--- src/hw/rtl/hrphc_pkg.sv ---
// Shared types, constants and the FNV-1a mixing function for the path hash classifier.
// No dependencies; every other file of the block imports this package.
`timescale 1ns / 1ps

package hrphc_pkg;

  // Message checks
  localparam int unsigned URI_MAX      = 64;   // longest HTTP/1 path that is hashed
  localparam int unsigned H2_BLOCK_MAX = 128;  // longest HEADERS frame accepted
  localparam int unsigned HEAD_DEPTH   = 14;   // leading bytes kept per message
  localparam int unsigned HEAD_IDX_W   = 4;
  localparam int unsigned POS_W        = 8;    // saturating byte position
  localparam int unsigned LEN_W        = 9;    // message length, 1..256

  // FNV-1a 64; the prime is 2^40 + 0x1b3
  localparam logic [63:0] FNV_BASIS = 64'hcbf2_9ce4_8422_2325;

  // Byte codes
  localparam logic [7:0] CHAR_SPACE      = 8'h20;
  localparam logic [7:0] CHAR_CR         = 8'h0d;
  localparam logic [7:0] CHAR_LF         = 8'h0a;
  localparam logic [7:0] CHAR_G          = 8'h47;
  localparam logic [7:0] CHAR_E          = 8'h45;
  localparam logic [7:0] CHAR_T          = 8'h54;
  localparam logic [7:0] CHAR_SLASH      = 8'h2f;
  localparam logic [7:0] H2_TYPE_HEADERS = 8'h01;
  localparam logic [7:0] H2_FLAG_MASK    = 8'h28;  // PADDED | PRIORITY
  localparam logic [7:0] HPACK_GET       = 8'h82;  // indexed :method GET
  localparam logic [7:0] HPACK_PATH_ROOT = 8'h84;  // indexed :path /
  localparam logic [5:0] HPACK_PATH_NAME = 6'd4;   // static table index of :path

  typedef logic [HEAD_DEPTH-1:0][7:0] head_t;

  // Connection preface, byte 0 in the lowest lane
  localparam head_t PREFACE_TEXT = "0.2/PTTH * IRP";

  typedef enum logic [2:0] {
    VerdictMalformed  = 3'd0,
    VerdictPreface    = 3'd1,
    VerdictHpackUnsup = 3'd2,
    VerdictNonHttp    = 3'd3,
    VerdictH2Path     = 3'd4,
    VerdictHttp1Get   = 3'd5
  } verdict_e;

  typedef enum logic [1:0] {
    PhaseNone  = 2'd0,
    PhaseHttp1 = 2'd1,
    PhaseHttp2 = 2'd2
  } phase_e;

  // One registered input byte
  typedef struct packed {
    logic [7:0]  data;
    logic        last;
    logic [31:0] conn_key;
  } item_t;

  // Message view after the current byte is folded in
  typedef struct packed {
    logic [LEN_W-1:0] len;
    head_t            head;
    logic [63:0]      hash;
    logic [31:0]      conn_key;
  } view_t;

  typedef struct packed {
    verdict_e    verdict;
    logic [63:0] uri_hash;
    logic        stream_check;
    logic [30:0] stream_number;
    logic [31:0] connection_key;
  } result_t;

  function automatic logic [63:0] fnv_mix(logic [63:0] h, logic [7:0] b);
    logic [63:0] x;
    x = h ^ {56'd0, b};
    return (x << 40) + (x << 8) + (x << 7) + (x << 5) + (x << 4) + (x << 1) + x;
  endfunction

  localparam logic [63:0] FNV_SLASH = fnv_mix(FNV_BASIS, CHAR_SLASH);

endpackage

--- src/hw/rtl/hrphc_in_stage.sv ---
// Input register of the classifier: holds one byte transfer and its folded connection key.
// Depends on hrphc_pkg.
`timescale 1ns / 1ps

module hrphc_in_stage import hrphc_pkg::*; (
  input  logic        clk_i,
  input  logic        rst_ni,
  input  logic        valid_i,
  output logic        ready_o,
  input  logic [7:0]  data_byte_i,
  input  logic        last_byte_i,
  input  logic [31:0] remote_addr_i,
  input  logic [31:0] local_addr_i,
  input  logic [31:0] remote_port_word_i,
  input  logic [31:0] local_port_word_i,
  input  logic        take_i,
  output logic        valid_o,
  output item_t       item_o
);

  logic  valid_q, valid_d;
  logic  load;
  item_t item_q;

  assign ready_o = !valid_q || take_i;
  assign load    = valid_i && ready_o;

  always_comb begin
    valid_d = valid_q;
    if (load) begin
      valid_d = 1'b1;
    end else if (take_i) begin
      valid_d = 1'b0;
    end
  end

  always_ff @(posedge clk_i or negedge rst_ni) begin
    if (!rst_ni) begin
      valid_q <= 1'b0;
    end else begin
      valid_q <= valid_d;
    end
  end

  always_ff @(posedge clk_i) begin
    if (load) begin
      item_q.data     <= data_byte_i;
      item_q.last     <= last_byte_i;
      item_q.conn_key <= remote_addr_i ^ local_addr_i ^ remote_port_word_i ^ local_port_word_i;
    end
  end

  assign valid_o = valid_q;
  assign item_o  = item_q;

endmodule

--- src/hw/rtl/hrphc_tracker.sv ---
// Per-message state: byte position, leading bytes, parse phase and running FNV-1a hash.
// Depends on hrphc_pkg.
`timescale 1ns / 1ps

module hrphc_tracker import hrphc_pkg::*; #(
  parameter int unsigned URI_LIMIT = URI_MAX
) (
  input  logic  clk_i,
  input  logic  rst_ni,
  input  logic  fire_i,
  input  item_t item_i,
  output view_t view_o
);

  logic [POS_W-1:0] pos_q, pos_d;
  head_t            head_q, head_d;
  logic [63:0]      hash_q, hash_d;
  phase_e           phase_q, phase_d;
  logic [6:0]       vlen_q, vlen_d;
  logic             stopped_q, stopped_d;
  logic [31:0]      key_q, key_d;
  logic [LEN_W-1:0] pos_ext;
  logic             in_uri, in_value, uri_end;

  assign pos_ext = {1'b0, pos_q};

  always_comb begin
    head_d = head_q;
    if (pos_q < POS_W'(HEAD_DEPTH)) begin
      head_d[pos_q[HEAD_IDX_W-1:0]] = item_i.data;
    end

    phase_d = phase_q;
    if (pos_q == POS_W'(3)) begin
      if (item_i.data == CHAR_SPACE) begin
        phase_d = PhaseHttp1;
      end else if (item_i.data == H2_TYPE_HEADERS) begin
        phase_d = PhaseHttp2;
      end else begin
        phase_d = PhaseNone;
      end
    end

    vlen_d = (pos_q == POS_W'(11)) ? item_i.data[6:0] : vlen_q;
    key_d  = (pos_q == '0) ? item_i.conn_key : key_q;

    // HTTP/1 path runs from byte 4 up to a delimiter; HTTP/2 value from byte 12
    in_uri   = (phase_q == PhaseHttp1) && (pos_q >= POS_W'(4)) &&
               (pos_ext < LEN_W'(4 + URI_LIMIT)) && !stopped_q;
    in_value = (phase_q == PhaseHttp2) && (pos_q >= POS_W'(12)) &&
               (pos_ext < LEN_W'(12) + LEN_W'(vlen_q));
    uri_end  = (item_i.data == CHAR_SPACE) || (item_i.data == CHAR_CR) ||
               (item_i.data == CHAR_LF);

    hash_d    = hash_q;
    stopped_d = stopped_q;
    if (in_uri) begin
      if (uri_end) begin
        stopped_d = 1'b1;
      end else begin
        hash_d = fnv_mix(hash_q, item_i.data);
      end
    end else if (in_value) begin
      hash_d = fnv_mix(hash_q, item_i.data);
    end

    pos_d = (pos_q == '1) ? pos_q : pos_q + POS_W'(1);
  end

  always_ff @(posedge clk_i or negedge rst_ni) begin
    if (!rst_ni) begin
      pos_q     <= '0;
      hash_q    <= FNV_BASIS;
      phase_q   <= PhaseNone;
      vlen_q    <= '0;
      stopped_q <= 1'b0;
      key_q     <= '0;
    end else if (fire_i) begin
      if (item_i.last) begin
        // message done: return to start-of-message state
        pos_q     <= '0;
        hash_q    <= FNV_BASIS;
        phase_q   <= PhaseNone;
        vlen_q    <= '0;
        stopped_q <= 1'b0;
        key_q     <= '0;
      end else begin
        pos_q     <= pos_d;
        hash_q    <= hash_d;
        phase_q   <= phase_d;
        vlen_q    <= vlen_d;
        stopped_q <= stopped_d;
        key_q     <= key_d;
      end
    end
  end

  always_ff @(posedge clk_i) begin
    if (fire_i) begin
      head_q <= head_d;
    end
  end

  assign view_o.len      = pos_ext + LEN_W'(1);
  assign view_o.head     = head_d;
  assign view_o.hash     = hash_d;
  assign view_o.conn_key = key_d;

  a_clear_after_last: assert property (@(posedge clk_i) disable iff (!rst_ni)
    fire_i && item_i.last |=> pos_q == '0 && hash_q == FNV_BASIS && !stopped_q)
    else $error("tracker state not cleared after last byte");

  a_stop_only_http1: assert property (@(posedge clk_i) disable iff (!rst_ni)
    stopped_q |-> phase_q == PhaseHttp1)
    else $error("path hash stopped outside an HTTP/1 message");

  a_vlen_late: assert property (@(posedge clk_i) disable iff (!rst_ni)
    vlen_q != '0 |-> pos_q >= POS_W'(12))
    else $error("value length set before byte 11 was seen");

endmodule

--- src/hw/rtl/hrphc_classify.sv ---
// Message classifier: turns the final message view into a verdict, path hash and stream key.
// Depends on hrphc_pkg; purely combinational.
`timescale 1ns / 1ps

module hrphc_classify import hrphc_pkg::*; #(
  parameter int unsigned URI_LIMIT   = URI_MAX,
  parameter int unsigned BLOCK_LIMIT = H2_BLOCK_MAX
) (
  input  view_t   view_i,
  output result_t result_o
);

  head_t       h;
  logic [23:0] blk_len;
  logic [30:0] sid;
  logic [9:0]  len_w;
  logic [9:0]  blk_end;
  logic [9:0]  value_end;
  logic        name_is_path;

  assign h         = view_i.head;
  assign blk_len   = {h[0], h[1], h[2]};
  assign sid       = {h[5][6:0], h[6], h[7], h[8]};
  assign len_w     = {1'b0, view_i.len};
  assign blk_end   = 10'd9 + {2'b0, blk_len[7:0]};
  assign value_end = 10'd12 + {3'b0, h[11][6:0]};
  // literal with incremental indexing, without indexing or never indexed, name index :path
  assign name_is_path = ((h[10][7:6] == 2'b01) && (h[10][5:0] == HPACK_PATH_NAME)) ||
                        ((h[10][7:5] == 3'b000) && (h[10][3:0] == HPACK_PATH_NAME[3:0]));

  always_comb begin
    result_o = '0;
    result_o.verdict = VerdictMalformed;
    if ((view_i.len >= LEN_W'(HEAD_DEPTH)) && (h == PREFACE_TEXT)) begin
      result_o.verdict = VerdictPreface;
    end else begin
      if ((view_i.len >= LEN_W'(9)) && (sid != '0)) begin
        result_o.stream_check   = 1'b1;
        result_o.stream_number  = sid;
        result_o.connection_key = view_i.conn_key;
      end
      if ((view_i.len < LEN_W'(9)) || (h[3] != H2_TYPE_HEADERS)) begin
        if (view_i.len < LEN_W'(5)) begin
          result_o.verdict = VerdictMalformed;
        end else if ((h[0] != CHAR_G) || (h[1] != CHAR_E) || (h[2] != CHAR_T) ||
                     (h[3] != CHAR_SPACE)) begin
          result_o.verdict = VerdictNonHttp;
        end else begin
          result_o.verdict  = VerdictHttp1Get;
          result_o.uri_hash = view_i.hash;
        end
      end else if ((blk_len == '0) || (blk_len > 24'(BLOCK_LIMIT))) begin
        result_o.verdict = VerdictHpackUnsup;
      end else if (len_w < blk_end) begin
        result_o.verdict = VerdictMalformed;
      end else if ((h[4] & H2_FLAG_MASK) != '0) begin
        result_o.verdict = VerdictHpackUnsup;
      end else if (view_i.len < LEN_W'(10)) begin
        result_o.verdict = VerdictMalformed;
      end else if (h[9] != HPACK_GET) begin
        result_o.verdict = VerdictNonHttp;
      end else if (view_i.len < LEN_W'(11)) begin
        result_o.verdict = VerdictMalformed;
      end else if (h[10] == HPACK_PATH_ROOT) begin
        result_o.verdict  = VerdictH2Path;
        result_o.uri_hash = FNV_SLASH;
      end else if (!name_is_path) begin
        result_o.verdict = VerdictHpackUnsup;
      end else if (view_i.len < LEN_W'(12)) begin
        result_o.verdict = VerdictMalformed;
      end else if (h[11][7] || (h[11][6:0] > 7'(URI_LIMIT))) begin
        result_o.verdict = VerdictHpackUnsup;
      end else if (len_w < value_end) begin
        result_o.verdict = VerdictMalformed;
      end else begin
        result_o.verdict  = VerdictH2Path;
        result_o.uri_hash = view_i.hash;
      end
    end
  end

endmodule

--- src/hw/rtl/http_request_path_hash_classifier_unit.sv ---
// Path hash classifier top level: byte stream in, one verdict transfer per message out.
// A message's last byte passes the input register, then the result register.
// Throughput: one byte per cycle (FNV-1a shift-add and classifier are combinational); a last
// byte waits in the input register while the previous verdict is still not taken.
// Reset (rst_ni, async, active low) empties both registers and returns to start of message.
// Depends on hrphc_pkg, hrphc_in_stage, hrphc_tracker and hrphc_classify.
`timescale 1ns / 1ps

module http_request_path_hash_classifier_unit import hrphc_pkg::*; #(
  parameter int unsigned URI_LIMIT   = URI_MAX,
  parameter int unsigned BLOCK_LIMIT = H2_BLOCK_MAX
) (
  input  logic         clk_i,
  input  logic         rst_ni,
  // byte stream
  input  logic         s_axis_tvalid,
  output logic         s_axis_tready,
  // [7:0] data_byte, [39:8] remote_addr, [71:40] local_addr,
  // [103:72] remote_port_word, [135:104] local_port_word
  input  logic [135:0] s_axis_tdata,
  input  logic         s_axis_tlast,   // last_byte
  // verdict stream
  output logic         m_axis_tvalid,
  input  logic         m_axis_tready,
  // [2:0] verdict_class, [66:3] uri_hash, [67] stream_check,
  // [98:68] stream_number, [130:99] connection_key, [135:131] zero
  output logic [135:0] m_axis_tdata
);

  logic    in_valid;
  item_t   in_item;
  logic    out_free;
  logic    fire;
  view_t   view;
  result_t result;
  logic    res_valid_q, res_valid_d;
  result_t res_q;
  logic [2:0] verdict_bits;

  // Input register; the xor connection key is folded here
  hrphc_in_stage u_in_stage (
    .clk_i              (clk_i),
    .rst_ni             (rst_ni),
    .valid_i            (s_axis_tvalid),
    .ready_o            (s_axis_tready),
    .data_byte_i        (s_axis_tdata[7:0]),
    .last_byte_i        (s_axis_tlast),
    .remote_addr_i      (s_axis_tdata[39:8]),
    .local_addr_i       (s_axis_tdata[71:40]),
    .remote_port_word_i (s_axis_tdata[103:72]),
    .local_port_word_i  (s_axis_tdata[135:104]),
    .take_i             (fire),
    .valid_o            (in_valid),
    .item_o             (in_item)
  );

  // Advance a byte when it produces no result, or when the result slot is free
  // (empty now or draining this cycle).
  assign out_free = !res_valid_q || m_axis_tready;
  assign fire     = in_valid && (!in_item.last || out_free);

  hrphc_tracker #(
    .URI_LIMIT (URI_LIMIT)
  ) u_tracker (
    .clk_i  (clk_i),
    .rst_ni (rst_ni),
    .fire_i (fire),
    .item_i (in_item),
    .view_o (view)
  );

  hrphc_classify #(
    .URI_LIMIT   (URI_LIMIT),
    .BLOCK_LIMIT (BLOCK_LIMIT)
  ) u_classify (
    .view_i   (view),
    .result_o (result)
  );

  // Result register: load on the last byte, drop once the transfer completes
  always_comb begin
    res_valid_d = res_valid_q;
    if (fire && in_item.last) begin
      res_valid_d = 1'b1;
    end else if (m_axis_tready) begin
      res_valid_d = 1'b0;
    end
  end

  always_ff @(posedge clk_i or negedge rst_ni) begin
    if (!rst_ni) begin
      res_valid_q <= 1'b0;
    end else begin
      res_valid_q <= res_valid_d;
    end
  end

  always_ff @(posedge clk_i) begin
    if (fire && in_item.last) begin
      res_q <= result;
    end
  end

  assign verdict_bits  = res_q.verdict;
  assign m_axis_tvalid = res_valid_q;
  assign m_axis_tdata  = {5'd0, res_q.connection_key, res_q.stream_number,
                          res_q.stream_check, res_q.uri_hash, verdict_bits};

  a_hash_only_paths: assert property (@(posedge clk_i) disable iff (!rst_ni)
    res_valid_q && (res_q.verdict != VerdictH2Path) && (res_q.verdict != VerdictHttp1Get)
      |-> res_q.uri_hash == '0)
    else $error("path hash set for a class without a path");

  a_stream_fields_zero: assert property (@(posedge clk_i) disable iff (!rst_ni)
    res_valid_q && !res_q.stream_check
      |-> res_q.stream_number == '0 && res_q.connection_key == '0)
    else $error("stream fields set without stream check");

  a_preface_no_stream: assert property (@(posedge clk_i) disable iff (!rst_ni)
    res_valid_q && (res_q.verdict == VerdictPreface) |-> !res_q.stream_check)
    else $error("stream check raised on connection preface");

endmodule
--- config.mk ---
export PLATFORM = sky130hd
export DESIGN_NAME = http_request_path_hash_classifier_unit
export DESIGN_NICKNAME = d
export VERILOG_FILES = /design/src/hw/rtl/hrphc_pkg.sv /design/src/hw/rtl/hrphc_in_stage.sv /design/src/hw/rtl/hrphc_tracker.sv /design/src/hw/rtl/hrphc_classify.sv /design/src/hw/rtl/http_request_path_hash_classifier_unit.sv
export SDC_FILE = /design/constraint.sdc
export NUM_CORES = 1
export LEC_CHECK = 0
export ABC_AREA = 1
export BUFFER_PORTS_ARGS = -buffer_cell sky130_fd_sc_hd__buf_2
export CORE_MARGIN = 2
export CORE_UTILIZATION = 56
export DETAILED_ROUTE_END_ITERATION = 12
export PLACE_DENSITY = 0.83
export SETUP_SLACK_MARGIN = 0.02
export SYNTH_ARGS = -nofsm -noshare
export SYNTH_HDL_FRONTEND = slang
export SYNTH_SLANG_ARGS = --single-unit
--- constraint.sdc ---
create_clock -name clk_i -period 5.45 [get_ports clk_i]
set_input_delay 1.3625 -clock clk_i [delete_from_list [all_inputs] [get_ports clk_i]]
set_output_delay 1.3625 -clock clk_i [all_outputs]
set_load 0.05 [all_outputs]
==> flow_summary.json <==
{
  "crit_required_ns": 5.79,
  "crit-reg2reg-launch": "u_tracker.hash_q[44]$_DFFE_PN1P_",
  "first_pass_iters": 6,
  "synthCells": 3674,
  "finalSetupTns_ns": 0,
  "numClockSinks": 400,
  "hp-start": "u_tracker.phase_q[0]$_DFFE_PN0P_",
  "path_max_fanout": 4,
  "synth_area_per_cell_sq_um": 8.58,
  "drive_gt1_share_pct": 18.3,
  "synth_area_sq_um": 31500,
  "ir_worst_vdd_uv": 287,
  "final_cell_mix": "807 x inv_1, 625 x nand2_1, 313 x nor2_1",
  "die_h_um": 241,
  "drt-total-wl_um": 102000,
  "cts_made_buffers": 45,
  "met3RoutedLength_um": 9830,
  "cts_tree": "built",
  "syn_to_final_growth_pct": 16.4,
  "ys.flop_type": "edfxtp_1",
  "met1_length_um": 40800,
  "port-buffer-count": 273,
  "reg2reg_depth": 25,
  "path_class": "flip-flop to flip-flop",
  "dr_wl_met2_um": 47200,
  "cp-end-kind": "flip-flop",
  "initial_core_util_pct": 56.9,
  "post_dp_cell_area_sq_um": 34700,
  "min_period_over_period_pct": 98.3,
  "worstMarginPinSlew_ns": 1.07,
  "clockRootBuffer": "clkbuf_16",
  "finalNetCount": 4625,
  "synthDistinctLibCells": 53,
  "grt_pass1_wl_um": 154000,
  "p_int_mw": 6.41,
  "clkTransAtPathRegs_ns": 0.07,
  "grt_max_degree": 152,
  "async_reset_ff_share_pct": 29.0,
  "core-area_sq_um": 55400,
  "final_antenna_net_count": 0,
  "gp_congestion": 1.07,
  "status": "complete, no violations",
  "cp.arrival_ns": 5.70,
  "dieArea_sq_um": 58200,
  "max_slew_margin_pct": 28.2,
  "seqPwrFrac_pct": 36.9,
  "p_total_mw": 10.0,
  "hold_path_end": "u_tracker.phase_q[0]$_DFFE_PN0P_",
  "cts_max_path_buffers": 3,
  "holdPathStages": 2,
  "hpwl_um": 79300,
  "start_kind": "flip-flop",
  "drc": 0,
  "final_common_cell": "inv_1",
  "p_per_area_nw_per_um2": 273,
  "synth-seq-cells": 400,
  "grt.total_usage_pct": 35.4,
  "die_w_um": 241,
  "yosys_warnings": 0,
  "fmax_mhz": 187,
  "clk_latency_ns": 0.62,
  "drv_cap": 0,
  "pwr-share-clk_pct": 31.2,
  "hold_violations": 0,
  "hold_path.class": "flip-flop to flip-flop",
  "setup_viol": 0,
  "comb_power_share_pct": 31.9,
  "switching_share_pct": 36.0,
  "rrSetupSlack_ns": 0.09,
  "grt_antenna_before_repair": 9,
  "grt_pass1_vias": 26653,
  "io_pins": 279,
  "yosysSeqAreaShare_pct": 36.4,
  "top_layer": "met5",
  "fin_area_sq_um": 36700,
  "htree_levels": 2,
  "drt_iter0_drc": 2644,
  "placementRows": 86,
  "hold_slack_ns": 0.490,
  "synth_enable_flop_cells": 284,
  "rsz0062_at_grt": "yes",
  "drv_slew": 0,
  "detail_route.vias_per_cell": 5.52,
  "crit-reg2reg-capture": "m_axis_tdata[65]$_SDFFCE_PP0P_",
  "dr_total_vias": 26997,
  "post_drt_wl_per_cell_um": 20.9,
  "finClkSkew_ns": 0.0387,
  "fin_crit_ns": 5.36,
  "switchingPower_mw": 3.61,
  "gr-total-overflow": 0,
  "p_leak_nw": 17.4
}
-- layer usage --
layer / vias up / global-route usage [%]
met5: - / 0
met1: 13006 / 47.6
met3: 222 / 7.82
li1: 12447 / -
met2: 1316 / 56.1
met4: 6 / 14.5
-- how the worst max path moves through the flow --
stage	from	depth (start not counted)	end
6_report	u_tracker.hash_q[44]$_DFFE_PN1P_	25	m_axis_tdata[65]$_SDFFCE_PP0P_
5_1_grt	u_tracker.hash_q[44]$_DFFE_PN1P_	25	m_axis_tdata[65]$_SDFFCE_PP0P_
4_1_cts	u_in_stage.item_o[34]$_DFFE_PP_	25	m_axis_tdata[62]$_SDFFCE_PP0P_
3_5_place_dp	u_in_stage.item_o[39]$_DFFE_PP_	24	m_axis_tdata[36]$_SDFFCE_PP0P_
3_3_place_gp	u_tracker.hash_q[13]$_DFFE_PN1P_	21	m_axis_tdata[29]$_SDFFCE_PP0P_
2_1_floorplan	u_in_stage.item_o[38]$_DFFE_PP_	20	m_axis_tdata[53]$_SDFFCE_PP0P_
-- sequential cells by signal, indices dropped and copies added (netlist names) --
name                 cells
m_axis_tdata           128
m_axis_tvalid            1
u_in_stage.item_o       41
u_in_stage.valid_o       1
u_tracker.hash_q        64
u_tracker.head_q       112
u_tracker.key_q         32
u_tracker.phase_q        2
u_tracker.pos_q          8
u_tracker.stopped_q      1
u_tracker.vlen_q         7
verdict_bits             3
-- cell families (layout without fill, tap and decap cells) --
| family | after synthesis | in the layout | share of synthesized area (%) |
|---|---|---|---|
| AO/OA/AOI/OAI | 543 | 543 | 9.67 |
| XOR/XNOR | 160 | 160 | 4.45 |
| flip-flops | 400 | 400 | 36.4 |
| AND/OR/NAND/NOR | 1272 | 1272 | 17.2 |
| buffers and inverters | 920 | 1384 | 11.6 |
| other | 1 | 10 | 0.0119 |
| adder cells (fa/ha/maj) | 378 | 378 | 20.7 |
-- synth_stat cells, types with 4 or more instances --
master      n  area, sq um
dfrtp_1    88         2200
edfxtp_1  284         8530
buf_4       8         60.1
a21oi_1   150          751
o21a_1      9         67.6
o21ai_1    39          195
o211ai_1    4         30.0
nand2_1   636         2390
nor2_4      8         90.1
nand2_2     4         25.0
nor3_2      4         40.0
a21oi_2    31          272
xor2_1     73          639
nand3b_1    6         45.0
nor2_1    331         1240
clkbuf_1   45          169
inv_2      10         37.5
clkinv_1    7         26.3
nor3_1     37          185
ha_1      138         1730
buf_2      13         65.1
o22ai_1    80          500
inv_1     818         3070
nand4_1    44          275
o21bai_1   10         75.1
or2_2      12         75.1
nor2_2     37          231
dfstp_2    28          736
buf_6      19          214
and2_1      5         31.3
o21ai_0   200         1000
a31oi_1     6         37.5
xnor2_1    87          762
fa_1      240         4800
nor4_1      4         25.0
nand3_1   135          676
-- per-stage QoR --
stage                     instances  util [%]  setup WS, ns
final                          4895      66.2        0.0924
after global routing           4895      66.2       -0.0709
after CTS                      4872      65.3        0.0486
after detailed placement       4789      62.6        0.0696
after global placement         4789      62.6        0.0701
after floorplan                3678         -         0.283
-- final cells by class --
type / count / area (sq um)
Sequential cell: 400 / 11500
Clock buffer: 60 / 1230
Clock inverter: 23 / 260
Fill cell: 4423 / 18700
Antenna cell: 5 / 12.5
Tap cell: 748 / 936
Multi-Input combinational cell: 2358 / 16700
Inverter: 835 / 3170
Timing Repair Buffer: 466 / 2880
-- critical path, stage by stage, from the launching register on --
cell     delay (ns)
dfstp_2        0.52
inv_1          0.16
buf_4          0.22
fa_1           0.53
inv_1          0.06
fa_1           0.54
inv_1          0.05
fa_1           0.47
fa_1           0.49
inv_1          0.04
ha_1           0.35
nand2_1        0.12
nor2_1         0.11
inv_1          0.11
nor2_1         0.14
inv_1          0.12
nor3_1         0.16
inv_1          0.15
nor3_1         0.19
nand2_2        0.16
nand2_1        0.10
nand2_1        0.05
nand3_1        0.08
nand2_1        0.07
inv_1          0.06
nor2_1         0.04
-- timing repair --
action	CTS	global route
setup buffers	0	18
hold buffers	0	0
resized for setup	0	96
hold endpoints to repair	0	0
setup endpoints to repair	0	80
-- power groups by stage --
stage	Combinational, mW	Sequential [mW]	Clock (mW)
global route	3.51	3.72	3.27
CTS	2.99	3.69	3.15
detailed placement	2.97	3.75	0
finish	3.20	3.69	3.13
floorplan	1.83	3.90	0
global placement	2.91	3.74	0
Note: power is estimated with default switching activity, not from simulation.
